$ cat config.mk
export PLATFORM = sky130hd
export DESIGN_NAME = aabb_pair_collision_tracker_unit
export DESIGN_NICKNAME = d
export VERILOG_FILES = /design/src/rtl/aapct_pkg.sv /design/src/rtl/aabb_pair_collision_tracker_unit.sv
export SDC_FILE = /design/constraint.sdc
export NUM_CORES = 1
export LEC_CHECK = 0
export ABC_AREA = 0
export BUFFER_PORTS_ARGS = -buffer_cell sky130_fd_sc_hd__buf_2
export CORE_AREA = 2 2 309 311
export CTS_CLUSTER_DIAMETER = 40
export CTS_CLUSTER_SIZE = 12
export DETAILED_ROUTE_END_ITERATION = 10
export DIE_AREA = 0 0 311 313
export PLACE_DENSITY = 0.41
export REMOVE_ABC_BUFFERS = 1
export SYNTH_ARGS = -nofsm -noshare
export SYNTH_HDL_FRONTEND = slang
export SYNTH_SLANG_ARGS = --single-unit
$ cat constraint.sdc
create_clock -name clk -period 20.7 [get_ports clk]
set_clock_uncertainty 0.05 [all_clocks]
set_input_delay 1.035 -clock clk [delete_from_list [all_inputs] [get_ports clk]]
set_output_delay 1.035 -clock clk [all_outputs]
set_load 0.02 [all_outputs]
$ cat src/rtl/aapct_pkg.sv
// ----------------------------------------------------------------------------
// aapct_pkg
// Shared types and codes of the rectangle pair collision tracker: request
// opcodes, event kinds and the stored rectangle entry.
// ----------------------------------------------------------------------------
package aapct_pkg;

    // request opcodes
    localparam logic OP_WRITE = 1'b0;
    localparam logic OP_SCAN  = 1'b1;

    // event kinds on the result port
    localparam logic [1:0] EV_ENTER = 2'd0;
    localparam logic [1:0] EV_EXIT  = 2'd1;
    localparam logic [1:0] EV_NONE  = 2'd2;

    // one stored rectangle, 60 bits
    typedef struct packed {
        logic signed [15:0] x;
        logic signed [15:0] y;
        logic [11:0]        w;
        logic [11:0]        h;
        logic [3:0]         grp;
    } rect_t;

endpackage

$ cat src/rtl/aabb_pair_collision_tracker_unit.sv
// ----------------------------------------------------------------------------
// aabb_pair_collision_tracker_unit
// Table of up to MAX_COLLIDERS rectangles with a pairwise overlap scan that
// reports enter and exit events against stored per-pair collision flags.
// ----------------------------------------------------------------------------
//
//  channel   handshake              payload
//  -------   ---------------------  ---------------------------------------------
//  request   start / busy           op, slot, pos_x, pos_y, width, height, group_id
//  result    result_valid (strobe)  event_kind, self_slot, other_slot, last
//
//  a request is taken on a rising edge with start high and busy low
//  write: busy stays low, the none result appears the next cycle
//  scan: busy until it closes, one row load per row plus one pair test per cycle
//  through the shared overlap unit
//  results are single-cycle strobes, the receiver cannot stall them
//  reset clears slot valid bits and all pair flags at once, no clearing pass
//
module aabb_pair_collision_tracker_unit
    import aapct_pkg::*;
#(
    parameter int MAX_COLLIDERS = 8
)
(
    input  logic               clk,
    input  logic               rst_n,
    input  logic               start,
    output logic               busy,
    input  logic               op,
    input  logic [2:0]         slot,
    input  logic signed [15:0] pos_x,
    input  logic signed [15:0] pos_y,
    input  logic [11:0]        width,
    input  logic [11:0]        height,
    input  logic [3:0]         group_id,
    output logic               result_valid,
    output logic [1:0]         event_kind,
    output logic [2:0]         self_slot,
    output logic [2:0]         other_slot,
    output logic               last
);

    localparam int IDX_W = (MAX_COLLIDERS > 1) ? $clog2(MAX_COLLIDERS) : 1;
    localparam logic [IDX_W-1:0] LAST_IDX = IDX_W'(MAX_COLLIDERS - 1);

    typedef enum logic [1:0] {
        ST_IDLE,
        ST_LOAD,
        ST_PAIR,
        ST_DONE
    } state_t;

    state_t state_reg, state_next;

    rect_t      rect_table [MAX_COLLIDERS];
    rect_t      self_reg, self_next;
    rect_t      rd_rect;
    logic [IDX_W-1:0] rd_idx;

    logic [MAX_COLLIDERS-1:0] valid_reg, valid_next;
    logic [MAX_COLLIDERS-1:0] coll_reg [MAX_COLLIDERS];
    logic [MAX_COLLIDERS-1:0] coll_next [MAX_COLLIDERS];

    logic [IDX_W-1:0] s_reg, s_next;
    logic [IDX_W-1:0] o_reg, o_next;

    logic             pend_valid_reg, pend_valid_next;
    logic [1:0]       pend_kind_reg, pend_kind_next;
    logic [IDX_W-1:0] pend_s_reg, pend_s_next;
    logic [IDX_W-1:0] pend_o_reg, pend_o_next;

    logic       out_valid_reg, out_valid_next;
    logic [1:0] out_kind_reg, out_kind_next;
    logic [2:0] out_s_reg, out_s_next;
    logic [2:0] out_o_reg, out_o_next;
    logic       out_last_reg, out_last_next;

    logic accept;
    logic wr_ok;
    logic [IDX_W-1:0] wr_idx;

    logic signed [16:0] sx, sy, ox, oy, sw, sh, ow, oh;
    logic hit, pair_live, had;

    assign accept = start && (state_reg == ST_IDLE);
    assign busy   = (state_reg != ST_IDLE);
    assign wr_ok  = ({1'b0, slot} < 4'(MAX_COLLIDERS));
    assign wr_idx = slot[IDX_W-1:0];

    // single table read port, self row on load, other slot during the pair walk
    assign rd_idx  = (state_reg == ST_LOAD) ? s_reg : o_reg;
    assign rd_rect = rect_table[rd_idx];

    // shared overlap unit: four 17-bit add and compare lanes
    assign sx = {self_reg.x[15], self_reg.x};
    assign sy = {self_reg.y[15], self_reg.y};
    assign ox = {rd_rect.x[15], rd_rect.x};
    assign oy = {rd_rect.y[15], rd_rect.y};
    assign sw = $signed({5'd0, self_reg.w});
    assign sh = $signed({5'd0, self_reg.h});
    assign ow = $signed({5'd0, rd_rect.w});
    assign oh = $signed({5'd0, rd_rect.h});

    assign hit = (sx < (ox + ow)) && (ox < (sx + sw)) &&
                 (sy < (oy + oh)) && (oy < (sy + sh));

    // pair is tested unless same slot, an empty slot or a shared nonzero group
    assign pair_live = (o_reg != s_reg) && valid_reg[s_reg] && valid_reg[o_reg] &&
                       !((self_reg.grp != 4'd0) && (self_reg.grp == rd_rect.grp));
    assign had = coll_reg[s_reg][o_reg];

    // rectangle storage, no reset
    always_ff @(posedge clk)
    begin
        if (accept && (op == OP_WRITE) && wr_ok)
        begin
            rect_table[wr_idx] <= '{x: pos_x, y: pos_y, w: width, h: height,
                                    grp: group_id};
        end
    end

    // sequencer next state
    always_comb
    begin
        state_next      = state_reg;
        self_next       = self_reg;
        valid_next      = valid_reg;
        coll_next       = coll_reg;
        s_next          = s_reg;
        o_next          = o_reg;
        pend_valid_next = pend_valid_reg;
        pend_kind_next  = pend_kind_reg;
        pend_s_next     = pend_s_reg;
        pend_o_next     = pend_o_reg;
        out_valid_next  = 1'b0;
        out_kind_next   = out_kind_reg;
        out_s_next      = out_s_reg;
        out_o_next      = out_o_reg;
        out_last_next   = out_last_reg;

        unique case (state_reg)
            ST_IDLE:
            begin
                if (accept)
                begin
                    if (op == OP_WRITE)
                    begin
                        if (wr_ok)
                        begin
                            valid_next[wr_idx] = 1'b1;
                        end
                        out_valid_next = 1'b1;
                        out_kind_next  = EV_NONE;
                        out_s_next     = 3'd0;
                        out_o_next     = 3'd0;
                        out_last_next  = 1'b1;
                    end
                    else
                    begin
                        s_next          = '0;
                        o_next          = '0;
                        pend_valid_next = 1'b0;
                        state_next      = ST_LOAD;
                    end
                end
            end

            ST_LOAD:
            begin
                self_next  = rd_rect;
                o_next     = '0;
                state_next = ST_PAIR;
            end

            ST_PAIR:
            begin
                // a change of state is held back one event so last can be marked
                if (pair_live && (hit != had))
                begin
                    coll_next[s_reg][o_reg] = hit;
                    if (pend_valid_reg)
                    begin
                        out_valid_next = 1'b1;
                        out_kind_next  = pend_kind_reg;
                        out_s_next     = 3'(pend_s_reg);
                        out_o_next     = 3'(pend_o_reg);
                        out_last_next  = 1'b0;
                    end
                    pend_valid_next = 1'b1;
                    pend_kind_next  = hit ? EV_ENTER : EV_EXIT;
                    pend_s_next     = s_reg;
                    pend_o_next     = o_reg;
                end
                if (o_reg == LAST_IDX)
                begin
                    if (s_reg == LAST_IDX)
                    begin
                        state_next = ST_DONE;
                    end
                    else
                    begin
                        s_next     = s_reg + IDX_W'(1);
                        state_next = ST_LOAD;
                    end
                end
                else
                begin
                    o_next = o_reg + IDX_W'(1);
                end
            end

            ST_DONE:
            begin
                out_valid_next = 1'b1;
                out_last_next  = 1'b1;
                if (pend_valid_reg)
                begin
                    out_kind_next = pend_kind_reg;
                    out_s_next    = 3'(pend_s_reg);
                    out_o_next    = 3'(pend_o_reg);
                end
                else
                begin
                    out_kind_next = EV_NONE;
                    out_s_next    = 3'd0;
                    out_o_next    = 3'd0;
                end
                pend_valid_next = 1'b0;
                state_next      = ST_IDLE;
            end

            default:
            begin
                state_next = ST_IDLE;
            end
        endcase
    end

    // state, flags and registered outputs
    always_ff @(posedge clk or negedge rst_n)
    begin
        if (!rst_n)
        begin
            state_reg      <= ST_IDLE;
            valid_reg      <= '0;
            for (int i = 0; i < MAX_COLLIDERS; i++)
            begin
                coll_reg[i] <= '0;
            end
            s_reg          <= '0;
            o_reg          <= '0;
            pend_valid_reg <= 1'b0;
            out_valid_reg  <= 1'b0;
        end
        else
        begin
            state_reg      <= state_next;
            valid_reg      <= valid_next;
            coll_reg       <= coll_next;
            s_reg          <= s_next;
            o_reg          <= o_next;
            pend_valid_reg <= pend_valid_next;
            out_valid_reg  <= out_valid_next;
        end
    end

    // payload registers, no reset
    always_ff @(posedge clk)
    begin
        self_reg      <= self_next;
        pend_kind_reg <= pend_kind_next;
        pend_s_reg    <= pend_s_next;
        pend_o_reg    <= pend_o_next;
        out_kind_reg  <= out_kind_next;
        out_s_reg     <= out_s_next;
        out_o_reg     <= out_o_next;
        out_last_reg  <= out_last_next;
    end

    assign result_valid = out_valid_reg;
    assign event_kind   = out_kind_reg;
    assign self_slot    = out_s_reg;
    assign other_slot   = out_o_reg;
    assign last         = out_last_reg;

    // end of a scan always delivers the closing result
    a_scan_close: assert property (@(posedge clk) disable iff (!rst_n)
        $fell(busy) |-> (result_valid && last))
        else $error("scan ended without a closing result");

    // a write gives exactly one none result on the next cycle
    a_write_result: assert property (@(posedge clk) disable iff (!rst_n)
        (start && !busy && (op == OP_WRITE)) |=>
            (result_valid && last && (event_kind == EV_NONE)))
        else $error("write request without its none result");

    // a none result only ever closes a request
    a_none_last: assert property (@(posedge clk) disable iff (!rst_n)
        (result_valid && (event_kind == EV_NONE)) |-> last)
        else $error("none result not marked last");

    // events never pair a slot with itself
    a_distinct: assert property (@(posedge clk) disable iff (!rst_n)
        (result_valid && (event_kind != EV_NONE)) |-> (self_slot != other_slot))
        else $error("event reports a slot against itself");

    // no closing result while a scan is still walking pairs
    a_no_early_last: assert property (@(posedge clk) disable iff (!rst_n)
        (state_reg == ST_PAIR) |=> !(result_valid && last))
        else $error("last result before the scan finished");

endmodule
==> results.json <==
{
  "status": "finished clean",
  "yosysSeqAreaShare": 0.649,
  "clock_latency_ns": 0.69,
  "dpl.cell_count": 3119,
  "layout_setup_ws_ns": 11.05,
  "initial_core_util": 0.307,
  "period_needed_ns": 9.66,
  "cts_buffers": 114,
  "ir_drop_mv": 0.0771,
  "power_frac_seq": 0.293,
  "path_max_fanout": 66,
  "synth.avg_cell_area_um2": 15.8,
  "io_buffers": 77,
  "route.final.wire_length_um": 71800,
  "hold_buffers": 0,
  "grt_use_total": 0.148,
  "fin_util": 0.370,
  "rsz0062_at_grt": "no",
  "core_um2": 94200,
  "largest_reg_flops": 480,
  "die_h_um": 313,
  "maxCapViolCount": 0,
  "finalSetupTns_ns": 0,
  "cp.required_ns": 20.94,
  "cts_tree": "done",
  "gp_congestion": 0.770,
  "drc": 0,
  "final_layout_size_suffix_gt1_frac": 0.227,
  "power_frac_clock": 0.352,
  "die-area_um2": 97300,
  "cts_resized": 0,
  "p_int_w": 0.00358,
  "cp_slowest_cell": "buf_4",
  "tightest_slew_ns": 1.02,
  "ant_nets": 0,
  "fin_crit_sh": 0.466,
  "clock_path_buffers": 3,
  "grt_pass1_vias": 17100,
  "drv_slew": 0,
  "io_pins": 78,
  "total_power_w": 0.00546,
  "cp.arrival_ns": 9.90,
  "clock-sinks": 638,
  "synthCells": 1829,
  "wl_per_cell_um": 21.5,
  "vias_per_cell": 4.83,
  "max_freq_mhz": 104,
  "drtPass1Iterations": 4,
  "cp_slowest_stage_delay_ns": 0.79,
  "startpoint_type": "flip-flop",
  "power_density_nw_per_um2": 157,
  "synth.distinct_cells": 75,
  "gr-total-overflow": 0,
  "sw_frac_of_total": 0.344,
  "synthFlopType": "edfxtp_1",
  "setup_viol": 0,
  "synth-edff-count": 556,
  "nFillCells": 8967,
  "async_flop_share": 0.129,
  "die_w_um": 311,
  "hp-class": "reg2reg",
  "dp_slack_ns": 10.88,
  "rows": 113,
  "ctsRootBufferMaster": "clkbuf_16",
  "dr_total_vias": 16100,
  "final_cells": 3334,
  "synthToLayoutAreaGrowth_pct": 20.5,
  "ys_warn_count": 0,
  "hold_viol": 0,
  "syn_area_um2": 28900,
  "critPathCaptureType": "flip-flop",
  "post-dp-hpwl_um": 42600,
  "ys_ff_latch": 638,
  "first_iter_violations": 1013,
  "worst-setup-path-type": "reg2reg",
  "combPwrFrac": 0.355,
  "grt_antenna_before_repair": 9,
  "power_switching_w": 0.00188,
  "grt_max_degree": 67,
  "h-tree-depth": 3,
  "slew_headroom": 0.318,
  "nets": 2162,
  "cts_setup_buffers": 0,
  "p_leak_nw": 12.7,
  "clk_pin_slew_worst_paths_ns": 0.05,
  "grt_pass1_wl_um": 108000
}
==> through the flow <==
stage | cell area (um^2) | hold WS, ns
2_1_floorplan | 28400 | 0.299
3_3_place_gp | 30800 | 0.316
3_5_place_dp | 30800 | 0.314
4_1_cts | 34800 | 0.313
5_1_grt | 34800 | 0.329
6_report | 34800 | 0.319
==> area by class of cell <==
type | count | area, um^2 | area share
well taps | 1265 | 1580 | 0.0455
clock buffers | 130 | 2950 | 0.0849
inverters | 59 | 221 | 0.00636
diodes | 1 | 2.50 | 0.0000719
clock inverters | 84 | 1080 | 0.0309
multi-input cells | 1043 | 9550 | 0.275
flip-flops and latches | 638 | 18700 | 0.539
repair buffers | 114 | 666 | 0.0191
==> worst max-delay path: cells and delay by family, from the launching register on <==
| family | cells | cell delay (ns) |
|---|---|---|
| fa+ha+maj | 4 | 1.24 |
| buf+inv | 6 | 2.90 |
| mux | 2 | 0.69 |
| simple gates | 7 | 0.99 |
| xor+xnor | 1 | 0.15 |
| compound gates | 12 | 2.76 |
| flops | 1 | 0.39 |
==> path summary, 6_finish.rpt <==
kind	startpoint	to	slack [ns]	depth (start not counted)
max in group asynchronous	rst_n	coll_reg[5]$_DFFE_PN0P_	19.27	2
max reg2reg	state_reg[1]$_DFFE_PN0P_	event_kind[0]$_SDFFCE_PN0P_	11.05	32
min reg2reg	coll_reg[7]$_DFFE_PN0P_	coll_reg[7]$_DFFE_PN0P_	0.32	0
min	coll_reg[7]$_DFFE_PN0P_	coll_reg[7]$_DFFE_PN0P_	0.32	0
max	state_reg[1]$_DFFE_PN0P_	event_kind[0]$_SDFFCE_PN0P_	11.05	32
min in group asynchronous	rst_n	coll_reg[17]$_DFFE_PN0P_	0.33	1
==> power groups by stage <==
stage	clock network [W]	logic (W)	registers, W
6_report	0.00192	0.00194	0.00160
5_1_grt	0.00203	0.00219	0.00161
4_1_cts	0.00197	0.00198	0.00160
3_5_place_dp	0	0.00197	0.00162
3_3_place_gp	0	0.00197	0.00163
2_1_floorplan	0	0.00143	0.00163
==> placed cells by master, fill, tap and decap left out, types with 13 or more instances in the layout <==
master / instances
nand3_1: 27
mux2_1: 49
nor2_1: 42
inv_1: 58
xnor2_1: 41
xor2_1: 21
clkinv_1: 13
nor2b_1: 22
buf_2: 76
clkinv_2: 14
nand2b_1: 14
mux4_2: 120
o2111ai_1: 48
clkbuf_1: 13
dfrtp_1: 82
clkbuf_16: 115
a21o_1: 13
buf_4: 38
bufinv_16: 17
ha_1: 120
mux2i_1: 30
nand2_1: 185
a21oi_1: 69
o21ai_0: 43
nor3_1: 23
edfxtp_1: 556
==> cells in the mapped netlist (4+ instances only) <==
master     number  area [um^2]
a22o_1          4         35.0
nand2_1       185          694
edfxtp_1      556        16700
a31oi_1         8         50.1
o21ai_0        43          215
dfrtp_1        82         2050
inv_1          58          218
buf_1           7         26.3
nand4_1        10         62.6
a211oi_1        9         67.6
fa_1            4         80.1
nor2b_1        22          138
a21oi_1        69          345
o22ai_1         9         56.3
nor2_1         48          180
a211o_1         4         35.0
o211ai_1        9         67.6
buf_4           4         30.0
nand3_1        27          135
xnor2_1        41          359
or2_2          12         75.1
a21o_1         13         97.6
xor2_1         21          184
mux2_1         49          552
mux2i_1        31          310
nor3_1         26          130
clkbuf_1       45          169
ha_1          121         1510
o21bai_1        9         67.6
mux2_2          6         67.6
o2111ai_1      48          420
and2_1          9         56.3
mux4_2        120         2700
o221ai_1        5         43.8
buf_6          10          113
and3_1          7         43.8
buf_2          23          115
nand2b_1       14         87.6
==> metal layers <==
| metal | global-route usage | wire, um | vias up |
|---|---|---|---|
| met5 | 0 | 52 | - |
| met4 | 0.0466 | 1800 | 8 |
| met3 | 0.0308 | 2560 | 131 |
| met2 | 0.259 | 36600 | 285 |
| met1 | 0.184 | 30800 | 8207 |
| li1 | - | - | 7483 |
==> cell families after synthesis <==
| logic type | count (synthesis) | share of synthesized area |
|---|---|---|
| flip-flops | 638 | 0.649 |
| AND/OR/NAND/NOR | 379 | 0.0617 |
| AO/OA/AOI/OAI | 267 | 0.0633 |
| multiplexers | 210 | 0.128 |
| buffers and inverters | 148 | 0.0234 |
| adder cells (fa/ha/maj) | 125 | 0.0552 |
| XOR/XNOR | 62 | 0.0188 |
Note: power is estimated with default switching activity, not from simulation.
